--- config.mk ---
export PLATFORM = sky130hd
export DESIGN_NAME = pws_batch
export DESIGN_NICKNAME = d
export VERILOG_FILES = /design/src/rtl/core/pws_pkg.sv /design/src/rtl/core/pws_batch.sv
export SDC_FILE = /design/constraint.sdc
export NUM_CORES = 1
export LEC_CHECK = 0
export BUFFER_PORTS_ARGS = -buffer_cell sky130_fd_sc_hd__buf_2
export CORE_MARGIN = 5
export CORE_UTILIZATION = 43
export CTS_CLUSTER_DIAMETER = 200
export DETAILED_ROUTE_END_ITERATION = 7
export HOLD_SLACK_MARGIN = 0.12
export PLACE_DENSITY_LB_ADDON = 0.2
export SETUP_SLACK_MARGIN = 0.2
export SYNTH_ARGS = -nofsm -noshare
export SYNTH_HDL_FRONTEND = slang
export SYNTH_SLANG_ARGS = --single-unit
--- constraint.sdc ---
create_clock -name aclk -period 9.5 [get_ports aclk]
set_clock_uncertainty 0.1 [all_clocks]
set_input_delay 0 -clock aclk [delete_from_list [all_inputs] [get_ports aclk]]
set_output_delay 0 -clock aclk [all_outputs]
set_load 0.01 [all_outputs]
--- src/rtl/core/pws_pkg.sv ---
`timescale 1ns / 1ps

package pws_pkg;

    localparam int SAMPLE_BITS = 16;
    localparam int COEF_BITS   = 16;
    localparam int FRAC_BITS   = 14;
    localparam int NUM_COEFS   = 7;
    localparam int CNT_W       = 3;
    localparam int CFG_IDX_W   = 4;
    localparam int CFG_DATA_W  = 16;

    localparam logic [CFG_IDX_W-1:0] REG_WINDOW_TAPS = 4'd0;
    localparam logic [CFG_IDX_W-1:0] REG_COEF_BASE   = 4'd1;

    localparam logic [CNT_W-1:0] WINDOW_TAPS_RESET = 3'd7;

    typedef logic signed [SAMPLE_BITS-1:0] sample_t;
    typedef logic signed [COEF_BITS-1:0]   coef_t;

    localparam coef_t COEF_RESET [NUM_COEFS] = '{
        -16'sd1560, 16'sd2341, 16'sd4681, 16'sd5461, 16'sd4681, 16'sd2341, -16'sd1560
    };

    typedef struct packed {
        sample_t sample;
        logic    last;
    } in_item_t;

    typedef struct packed {
        sample_t value;
        logic    end_of_stream;
    } out_item_t;

    typedef struct packed {
        logic             valid;
        logic             last;
        logic [CNT_W-1:0] seen;
        logic [CNT_W-1:0] taps;
    } stage_ctl_t;

endpackage

--- src/rtl/core/pws_batch.sv ---
`timescale 1ns / 1ps

module pws_batch #(
    parameter int MAX_TAPS = 7
) (
    input  logic                  aclk,
    input  logic                  aresetn,
    input  pws_pkg::stage_ctl_t   stage_ctl,
    input  pws_pkg::sample_t      stage_win [MAX_TAPS],
    input  pws_pkg::sample_t      smooth,
    output logic                  advance,
    output logic                  m_valid,
    input  logic                  m_ready,
    output pws_pkg::out_item_t    m_data
);
    import pws_pkg::*;

    localparam int TAP_IDX_W = (MAX_TAPS > 1) ? $clog2(MAX_TAPS) : 1;
    localparam int WIN_CAP   = (MAX_TAPS - 1) | 1;
    localparam int BATCH     = (WIN_CAP - 1) / 2 + 1;
    localparam int RD_W      = (BATCH > 1) ? $clog2(BATCH) : 1;

    out_item_t        entry_reg [BATCH];
    out_item_t        entry_next [BATCH];
    logic [CNT_W-1:0] rem_reg;
    logic [RD_W-1:0]  rd_reg;
    logic [CNT_W-1:0] half;
    logic [CNT_W-1:0] count;
    logic [CNT_W-1:0] idx;
    logic             pop;

    assign m_valid = (rem_reg != '0);
    assign m_data  = entry_reg[rd_reg];
    assign pop     = m_valid && m_ready;
    assign advance = stage_ctl.valid && ((rem_reg == '0) || (rem_reg == CNT_W'(1) && m_ready));

    always_comb begin
        half = stage_ctl.taps >> 1;
        if (stage_ctl.last) begin
            count = (stage_ctl.seen < half + 1'b1) ? stage_ctl.seen : half + 1'b1;
        end else begin
            count = (stage_ctl.seen >= half + 1'b1) ? CNT_W'(1) : '0;
        end
        for (int e = 0; e < BATCH; e++) begin
            if (stage_ctl.last) begin
                idx = (CNT_W'(e) < count) ? count - CNT_W'(e) - 1'b1 : '0;
            end else begin
                idx = half;
            end
            if (idx == half && stage_ctl.seen >= stage_ctl.taps) begin
                entry_next[e].value = smooth;
            end else begin
                entry_next[e].value = stage_win[idx[TAP_IDX_W-1:0]];
            end
            entry_next[e].end_of_stream = stage_ctl.last && (idx == '0);
        end
    end

    always_ff @(posedge aclk) begin
        if (!aresetn) begin
            rem_reg <= '0;
            rd_reg  <= '0;
        end else if (advance) begin
            rem_reg <= count;
            rd_reg  <= '0;
        end else if (pop) begin
            rem_reg <= rem_reg - 1'b1;
            rd_reg  <= rd_reg + 1'b1;
        end
    end

    always_ff @(posedge aclk) begin
        if (advance) begin
            entry_reg <= entry_next;
        end
    end

endmodule

=== Word-level counts from Yosys, hierarchy flattened ===
Cells that the tools add are included.

* Register bits after elaboration: 73

* $add $sub $neg: 9
* Order comparisons: 12
* Equal/unequal tests: 5
* Multiplexer cells: 32
* Bitwise operators: 6
* Reduce and logical (&&, ||, !) cells: 20

{| class="wikitable"
|+ Operator list
! cell !! count
|-
| $bmux W16 S3 || 4
|-
| $mux W16 || 12
|-
| $mux W3 || 12
|-
| $bmux W17 S2 || 1
|-
| $mux W17 || 2
|-
| $ge A4 B4 Y1 const B || 4
|-
| $not A3 Y4 || 4
|-
| $logic_not A3 Y1 || 5
|-
| $sub A3 B1 Y3 const B || 5
|-
| $eq A3 B2 Y1 || 4
|-
| $logic_and A1 B1 Y1 || 11
|-
| $ge A3 B3 Y1 || 2
|-
| $lt A1 B3 Y1 const A || 2
|-
| $lt A2 B3 Y1 const A || 2
|-
| $sub A3 B2 Y3 const B || 2
|-
| $add A2 B1 Y3 const B || 1
|-
| $eq A3 B1 Y1 const B || 1
|-
| $ge A3 B3 Y1 const B || 1
|-
| $lt A3 B3 Y1 || 1
|-
| $not A2 Y3 || 1
|-
| $reduce_bool A3 Y1 || 1
|-
| $add A2 B1 Y2 const B || 1
|-
| $reduce_bool A2 Y1 || 1
|-
| $reduce_or A2 Y1 || 1
|-
| 3 further kinds || 3
|}

=== Depth between registers and ports, before layout ===
Gate-level depths: netlist of the first run.

* Word-level depth: 13
* Gate-level depth with buffers: 18
* Depth with buffers taken out: 16

=== Worst setup path after synthesis of the first run ===
No wires, ideal clock.

* Path kind: reg2reg
* From: reg rem_reg[0]
* To: reg rem_reg[1]
* Setup time: 0.100 ns
* Arrival: 6.877 ns
* Data required time: 9.300 ns
* Setup slack: 2.423 ns
* Cell stages (with the launch flop): 7
* Period minus slack after synthesis: 7.077 ns
* Cells stage by stage: dfxtp_1 > inv_1 > ha_1 > a21oi_1 > nor3b_1 > a211oi_1 > a211oi_1

* Word-level cells in the longest chain between the ends: 5
* Elaborated cells on any way between the ends: 11

{| class="wikitable"
|+ Ends and longest elaborated chain
! what !! RTL line !! source
|-
| from (decl) || pws_batch.sv:25 || <nowiki>logic [CNT_W-1:0] rem_reg;</nowiki>
|-
| from (signal assigned) || pws_batch.sv:64 || <nowiki>rem_reg <= count;</nowiki>
|-
| from (signal assigned) || pws_batch.sv:67 || <nowiki>rem_reg <= rem_reg - 1'b1;</nowiki>
|-
| $eq A3 B1 Y1 || pws_batch.sv:35 || <nowiki>assign advance = stage_ctl.valid && ((rem_reg == '0) || (rem_reg == CNT_W'(1) && m_ready));</nowiki>
|-
| $logic_and A1 B1 Y1 || pws_batch.sv:35 ||
|-
| $logic_or A1 B1 Y1 * || pws_batch.sv:35 ||
|-
| $logic_and A1 B1 Y1 * || pws_batch.sv:35 ||
|-
| net advance || pws_batch.sv:11 || <nowiki>output logic advance,</nowiki>
|-
| $mux W3 or $reduce_bool A2 Y1 (tied branches) || n/a ||
|}

Mark *: on every way through the listed nets, which the timed path passes. The rest lies on a longest branch. The select of a mux whose other input is x is not followed.
A chain may end at the register's enable or synchronous reset.

==> results of run 1 <==
==> worst max-delay path, cell delays in order <==
cell           delay [ns]
buf_2                0.19
ha_1                 0.39
inv_1                0.06
ha_1                 0.32
and3b_1              0.27
nor3_2               0.39
nor2_1               0.17
a21oi_1              0.28
ha_1                 0.35
or3_1                0.41
o211ai_2             0.26
a21o_1               0.86
nor3_2               0.12
buf_4                0.26
a221oi_1             0.29
dlygate4sd3_1        0.60
o21ai_1              0.06
dlygate4sd3_1        0.60
==> cells in the mapped netlist (all sizes together) (2+ instances only) <==
| master | count | area share (%) |
|---|---|---|
| inv | 28 | 1.4 |
| nand4 | 2 | 0.17 |
| mux2 | 50 | 7.5 |
| a211o | 2 | 0.23 |
| nor3b | 2 | 0.20 |
| buf | 33 | 2.6 |
| o31ai | 4 | 0.40 |
| and2 | 20 | 1.7 |
| a21oi | 47 | 3.2 |
| o211ai | 18 | 1.9 |
| nor3 | 7 | 0.60 |
| a221oi | 15 | 1.8 |
| a311oi | 2 | 0.32 |
| nand3 | 44 | 3.0 |
| mux4 | 32 | 9.6 |
| xnor2 | 3 | 0.35 |
| nand2b | 6 | 0.50 |
| mux2i | 112 | 15 |
| edfxtp | 68 | 27 |
| a31o | 3 | 0.35 |
| a31oi | 6 | 0.59 |
| xor2 | 4 | 0.47 |
| a211oi | 21 | 2.3 |
| nor2 | 17 | 0.85 |
| nor2b | 2 | 0.17 |
| o21ai | 37 | 2.5 |
| o221ai | 18 | 2.1 |
| ha | 15 | 2.5 |
| dfxtp | 5 | 1.3 |
| clkbuf | 26 | 1.3 |
| nand2 | 99 | 5.0 |
| a21o | 7 | 0.70 |
==> repair_timing <==
item / CTS / global route
endpoints found under the hold margin: 70 / 0
setup endpoints to repair: 0 / 0
hold buffers: 75 / 0
==> cell type report <==
class	count	area, um2	share of cell area, %
clock buffer	12	268	2.83
clock inverter	4	26.3	0.277
inverter	28	105	1.11
multi-input combinational	612	4990	52.7
sequential	73	2140	22.6
tap	225	282	2.97
timing repair buffer	249	1660	17.6
==> worst max-delay path by stage <==
stage               cells past startpoint  slack (ns)          from             to
CTS                                    18        3.70  stage_ctl[1]  entry_reg[39]
detailed placement                     16        4.41  stage_ctl[1]  entry_reg[39]
global placement                       16        4.52  stage_ctl[1]  entry_reg[48]
global route                           18        3.28  stage_ctl[1]  entry_reg[42]
floorplan                               6        2.42    rem_reg[0]     rem_reg[1]
finish                                 18        3.59  stage_ctl[1]  entry_reg[44]
==> stage by stage <==
stage	total power (W)	hold WS, ns	instance area, um2
3_3_place_gp	0.00131	0.162	8430
3_5_place_dp	0.00132	0.166	8430
6_report	0.00172	0.125	9480
2_1_floorplan	0.00108	0.0135	7470
5_1_grt	0.00181	0.158	9480
4_1_cts	0.00171	0.120	9480
==> metal layers <==
layer,global-route usage [%],up-vias,routed length [um]
met4,10.1,0,969
li1,-,3400,-
met2,43.9,447,13000
met1,34.3,3526,10700
met3,4.72,77,2690
met5,0,-,0
==> cells by family after synthesis <==
kind of cell    Yosys count  share of synthesized area, %
fa+ha+maj                15                          2.51
compound gates          192                          17.8
mux                     194                          32.2
buf+inv                  87                          5.29
flops                    73                          28.7
xor+xnor                  7                         0.821
simple gates            204                          12.7
==> power breakdown <==
part / switching, W / internal [W]
sequential: 0.0000326 / 0.000513
combinational: 0.000469 / 0.000367
clock: 0.000140 / 0.000200
total: 0.000642 / 0.00108
==> run metrics, run 1 <==
Max Clk Rate 169 MHz; later-pin clock latency in the skew report 0.35 ns; Syn Nets 926; CTS buffer count 9; max reg flops 68; Final Hold Fails 0; largest net degree at the start of global routing 71; GRT overflow 0; Rel. slew slack 20.5%; Worst EP arrival 5.91 ns; global-route wire length before repair 40700 um; sequential area share after synthesis 28.7%; worst hold endpoint entry_reg[61]; htree depth 3; hold depth 5; Fill cells 1561; Die Wd 142 um; setup ws final 3.59 ns; Final Non-Filler Cells 1203; drt via density 6.19; most frequent cells in the layout buf_2 (157), mux2i_1 (112), nand2_1 (99); CP Launch Type input pin; Post-Syn Instances 772; R2R Path End rem_reg[0]; clk buf depth 2; Hold Path Origin stage_win[57]; status complete, no violations; clock sink total 73; synthesized cell area 0.00747 mm2; nets@finish 1127; placed cells 1112; Ys Warns 0; Reg clk slew, reported paths 0.06 ns; Final GP Congestion 0.896; RSZ-0062 raised after global routing false; Crit Path Max Fanout 19; antenna viol nets, final 0; Final min period 5.91 ns; Least-Margin Pin Slew 1.19 ns; VDD IR max 120 uV; setup slack at placement 4.41 ns; CTS resizes 0; io pins 158; root buffer cell clkbuf_16; vias in the first global route 7269; most common cell after layout, fill and taps aside buf_2; FFs w/ async S/R, synth 0%; hpwl dp 17600 um; Reg2Reg Depth 8; Setup crit end kind flop; drt first pass iters 5; vias 7450; synth unique cells 62; PwrDens 182 mW/mm2; Crit Reg-Reg Startpoint rem_reg[0]; Core Rows 48; Layout area overhead 26.8%; EDFF count, synth 68; Total Wirelength 27300 um; n_diodes 0; Final Util 55.2%; #FFs+latches synth 73; Crit path required time 9.50 ns; die area 0.0201 mm2; Starting Density 43.5%; fraction of layout cells with a size suffix above 1 30.3%; DRC Markers 0; Core ar. 0.0172 mm2; Setup CP Type in2reg; endpoints failing setup 0; max-slew violations 0; Post-CTS Setup Bufs 0; buffers added on ports 157; R2R setup slack 7.09 ns; final period utilization 62.3%; all-layer global routing usage 26.4%; routed wire length per instance 22.7 um; initial antenna violation count 0; CTS tree yes; setup TNS 0 ns; average size of a mapped cell 9.68 um2; Chip Height 142 um; P_leak 4.08 nW; HP Class in2reg; Top FF cell, synth edfxtp_1; DRC marker count from the first detailed-route iteration 718; max-cap violations 0
No activity file was read; power rests on OpenSTA's default activity.
==> run 2, diff against run 1 <==
clock period = 6.1 ns   (was 9.5 ns; I/O delays follow)
==> run 2 against run 1 <==
Against the previous run:
- register-to-register slack worse by 4.5 ns
- setup slack worse by 3.0 ns
- cell area is 0.46% higher
- combinational power is 60% higher
- non-clock buffer count is 9 higher
- utilization is 0.26 points higher
- critical path type unchanged
- hold slack better by 0.0073 ns
- sequential power is 55% higher
- clock power is 41% higher
- highest routed layer unchanged
==> run metrics, run 2 (synthesized netlist as in run 1, its figures left out) <==
status complete, no violations; CTS buffer count 9; vias 7708; Reg clk slew, reported paths 0.06 ns; Clock power frac 17.9%; switching part of the total power 37.9%; DRC marker count from the first detailed-route iteration 835; final period utilization 90.4%; Met1 Wirelength 11100 um; Total Wirelength 28500 um; global-route wire length before repair 42900 um; Die Wd 142 um; vias in the first global route 7523; nets@finish 1136; clk buf depth 2; root buffer cell clkbuf_16; P_leak 4.10 nW; placed cells 1117; largest net degree at the start of global routing 60; CTS tree yes; fraction of layout cells with a size suffix above 1 30.2%; HP Class in2reg; PwrDens 280 mW/mm2; most frequent cells in the layout buf_2 (157), mux2i_1 (112), nand2_1 (99); antenna viol nets, final 0; max-cap violations 0; Starting Density 43.5%; Final Non-Filler Cells 1211; Layout area overhead 27.4%; io pins 158; setup ws final 0.584 ns; drt via density 6.36; hpwl dp 18500 um; Worst EP arrival 5.63 ns; max-slew violations 0; max reg flops 68; GRT overflow 0; Final min period 5.52 ns; clock sink total 73; DRC Markers 0; Final Util 55.4%; Max Clk Rate 181 MHz; hold slack final 0.132 ns; setup slack at placement 1.40 ns; CP Launch Type input pin; Core Rows 48; die area 0.0201 mm2; most common cell after layout, fill and taps aside buf_2; met2 wire len 13400 um; Setup crit end kind flop; htree depth 3; Core ar. 0.0172 mm2; Setup CP Type in2reg; all-layer global routing usage 27.8%; drt first pass iters 5; Final GP Congestion 0.891; Least-Margin Pin Slew 1.09 ns; DR top layer met4; Rel. slew slack 27.6%; Final Hold Fails 0; later-pin clock latency in the skew report 0.35 ns; VDD IR max 124 uV; Seq pwr share 31.8%; CTS resizes 0; Crit path required time 6.22 ns; RSZ-0062 raised after global routing false; routed wire length per instance 23.5 um; buffers added on ports 157; switching power 0.00101 W; met3 routed wirelength 3020 um; Combinational Power Share 50.3%; Post-CTS Setup Bufs 0; Fill cells 1595; Crit Path Max Fanout 17; n_diodes 0; setup TNS 0 ns; cell-internal power 0.00165 W; Chip Height 142 um; endpoints failing setup 0; initial antenna violation count 0
==> run 2: repair_timing <==
| item | CTS | global route |
|---|---|---|
| endpoints found under the hold margin | 85 | 0 |
| hold buffers | 79 | 0 |
| endpoints found under the setup margin | 0 | 0 |
==> run 2: path summary, 6_finish.rpt <==
path | from | endpoint | slack [ns] | cells past startpoint
min | stage_win[61] | entry_reg[65] | 0.13 | 5
max | stage_ctl[1] | entry_reg[50] | 0.58 | 18
min reg2reg | rd_reg[1] | rd_reg[1] | 0.42 | 2
max reg2reg | rem_reg[0] | rem_reg[2] | 2.56 | 10
==> run 2: metal layers <==
layer,global-route usage (%),up-vias
li1,-,3399
met3,4.42,93
met5,0,-
met4,10.2,0
met2,45.7,491
met1,37.0,3725
==> run 2: through the flow <==
step           area (um2)  total power (W)
2_1_floorplan        7480          0.00166
5_1_grt              9520          0.00279
4_1_cts              9520          0.00265
3_3_place_gp         8480          0.00206
6_report             9520          0.00266
3_5_place_dp         8480          0.00207
==> run 2: layout make-up <==
class / count / area (um2) / area share [%]
Inverter: 28 / 105 / 1.10
Tap cell: 225 / 282 / 2.96
Clock buffer: 11 / 233 / 2.44
Sequential cell: 73 / 2140 / 22.5
Multi-Input combinational cell: 612 / 5000 / 52.5
Timing Repair Buffer: 258 / 1740 / 18.3
Clock inverter: 4 / 21.3 / 0.223
==> run 2: power groups by stage <==
stage,Sequential (W),Combinational [W],Clock (W)
finish,0.000847,0.00134,0.000477
global route,0.000862,0.00143,0.000503
CTS,0.000848,0.00132,0.000483
detailed placement,0.000858,0.00122,0
global placement,0.000854,0.00121,0
floorplan,0.000847,0.000816,0
==> run 2: critical path: stages <==
cell,delay [ns]
buf_2,0.20
ha_1,0.39
inv_1,0.06
ha_1,0.31
and3b_1,0.27
nor3_2,0.43
nor2_1,0.18
a21oi_1,0.28
ha_1,0.35
or3_1,0.41
o211ai_2,0.28
a21oi_1,0.18
nor3_2,0.61
buf_4,0.32
a221oi_1,0.11
dlygate4sd3_1,0.58
o21ai_0,0.09
dlygate4sd3_1,0.58
==> run 3, diff against run 2 <==
BUFFER_PORTS_ARGS = -buffer_cell sky130_fd_sc_hd__clkbuf_2   (was -buffer_cell sky130_fd_sc_hd__buf_2)
SETUP_SLACK_MARGIN = 0.15   (was 0.2)
==> run 3 against run 2 <==
Against the previous run:
- setup slack got worse by 0.0024 ns
- first-iteration DRC count increased by 6.2%
- final cell count decreased by 0.66%
- critical path type unchanged
- critical endpoint is now entry_reg[39]
==> run metrics, run 3 (synthesized netlist as in run 1, its figures left out) <==
worst hold endpoint entry_reg[61]; Final Hold Fails 0; root buffer cell clkbuf_16; io pins 158; Crit Path Max Fanout 17; DRC marker count from the first detailed-route iteration 887; P_leak 4.10 nW; VDD IR max 184 uV; Crit path largest cell delay 0.61 ns; fraction of layout cells with a size suffix above 1 30.4%; Worst EP arrival 5.63 ns; max-cap violations 0; routed wire length per instance 23.0 um; most common cell after layout, fill and taps aside clkbuf_2; nets@finish 1128; Total Wirelength 27700 um; global-route wire length before repair 42100 um; PwrDens 281 mW/mm2; Setup crit end kind flop; htree depth 3; vias 7554; Post-Layout Inst Area 0.00944 mm2; GRT overflow 0; drt first pass iters 6; setup ws final 0.582 ns; CP Launch Type input pin; Crit Reg-Reg Startpoint rem_reg[1]; Core Rows 48; clk buf depth 2; Rel. slew slack 19.5%; Setup CP Type in2reg; Max Clk Rate 181 MHz; max-slew violations 0; final period utilization 90.5%; Least-Margin Pin Slew 1.21 ns; CTS buffer count 9; Core ar. 0.0172 mm2; Die Wd 142 um; antenna viol nets, final 0; buffers added on ports 157; worst-path cell chain clkbuf_2, ha_1, inv_1, ha_1, and3b_1, nor3_2, nor2_1, a21oi_1, ha_1, or3_1, o211ai_2, a21oi_1, nor3_2, buf_4, a221oi_1, dlygate4sd3_1, o21ai_0, dlygate4sd3_1; drt via density 6.28; later-pin clock latency in the skew report 0.34 ns; Layout area overhead 26.4%; n_diodes 0; Final Non-Filler Cells 1203; R2R Path End rem_reg[2]; Final GP Congestion 0.884; die area 0.0201 mm2; Final min period 5.52 ns; DRC Markers 0; R2R setup slack 2.59 ns; Post-Place Cell Area 0.00847 mm2; Fill cells 1562; Crit path top cell by count ha_1; clock sink total 73; Crit path required time 6.21 ns; CP max stage cell nor3_2; setup TNS 0 ns; CTS tree yes; HP Class in2reg; RSZ-0062 raised after global routing false; DR top layer met4; Reg clk slew, reported paths 0.06 ns; CTS resizes 0; placed cells 1116; most frequent cells in the layout clkbuf_2 (157), mux2i_1 (112), nand2_1 (99); Post-CTS Setup Bufs 0; largest net degree at the start of global routing 60; met2 wire len 12800 um; status complete, no violations; Reg2Reg Depth 10; setup slack at placement 1.36 ns; vias in the first global route 7487; max reg flops 68; Starting Density 43.5%; met3 routed wirelength 3160 um; initial antenna violation count 0; Met1 Wirelength 10600 um; all-layer global routing usage 27.2%; hpwl dp 18200 um; Chip Height 142 um; endpoints failing setup 0; Hold Path Origin stage_win[57]; hold depth 5
-- run 3: changes by cell type in the layout (fill, tap and decap cells not counted) --
cell,previous run,this run
buf_2,157,0
buf_4,22,21
clkbuf_2,0,157
dlygate4sd3_1,79,72
-- run 3: power breakdown --
group / internal [W] / total, W / switching [W]
sequential: 0.000797 / 0.000845 / 0.0000480
combinational: 0.000578 / 0.00133 / 0.000747
clock: 0.000270 / 0.000479 / 0.000209
total: 0.00165 / 0.00265 / 0.00100
-- run 3: critical path: cells and delay by family --
family          cells  cell delay, ns
compound gates      5            0.93
fa+ha+maj           3            1.08
buf+inv             5            1.75
simple gates        5            1.85
-- run 3: worst max path at each step --
stage,startpoint,endpoint,slack [ns],depth (start not counted)
2_1_floorplan,rem_reg[0],rem_reg[1],1.80,6
3_3_place_gp,stage_ctl[1],entry_reg[48],1.41,16
3_5_place_dp,stage_ctl[1],entry_reg[48],1.36,16
4_1_cts,stage_ctl[1],entry_reg[50],0.65,18
5_1_grt,stage_ctl[1],entry_reg[48],0.22,18
6_report,stage_ctl[1],entry_reg[39],0.58,18
-- run 3: routing by layer --
layer  vias up  track usage (%)
met5         -                0
met4         0             12.1
met3        81             5.97
met2       504             44.1
met1      3581             34.7
li1       3388                -
-- run 3: metrics by stage --
stage                     hold WS [ns]  power [W]  utilization, %
final                            0.131    0.00265            55.0
after global placement           0.175    0.00206            49.3
after floorplan                 0.0135    0.00166               -
after global routing             0.159    0.00279            55.0
after CTS                        0.123    0.00264            55.0
after detailed placement         0.179    0.00207            49.3
-- run 3: area by class of cell --
| class | count | area, um2 | area share (%) |
|---|---|---|---|
| Timing Repair Buffer | 250 | 1660 | 17.6 |
| Clock buffer | 11 | 233 | 2.46 |
| Tap cell | 225 | 282 | 2.98 |
| Inverter | 28 | 105 | 1.11 |
| Clock inverter | 4 | 21.3 | 0.225 |
| Multi-Input combinational cell | 612 | 5000 | 52.9 |
| Sequential cell | 73 | 2140 | 22.7 |
-- run 3: repair_timing --
item | 4_1_cts | 5_1_grt
endpoints found under the hold margin | 84 | 0
endpoints found under the setup margin | 0 | 0
hold buffers | 72 | 0
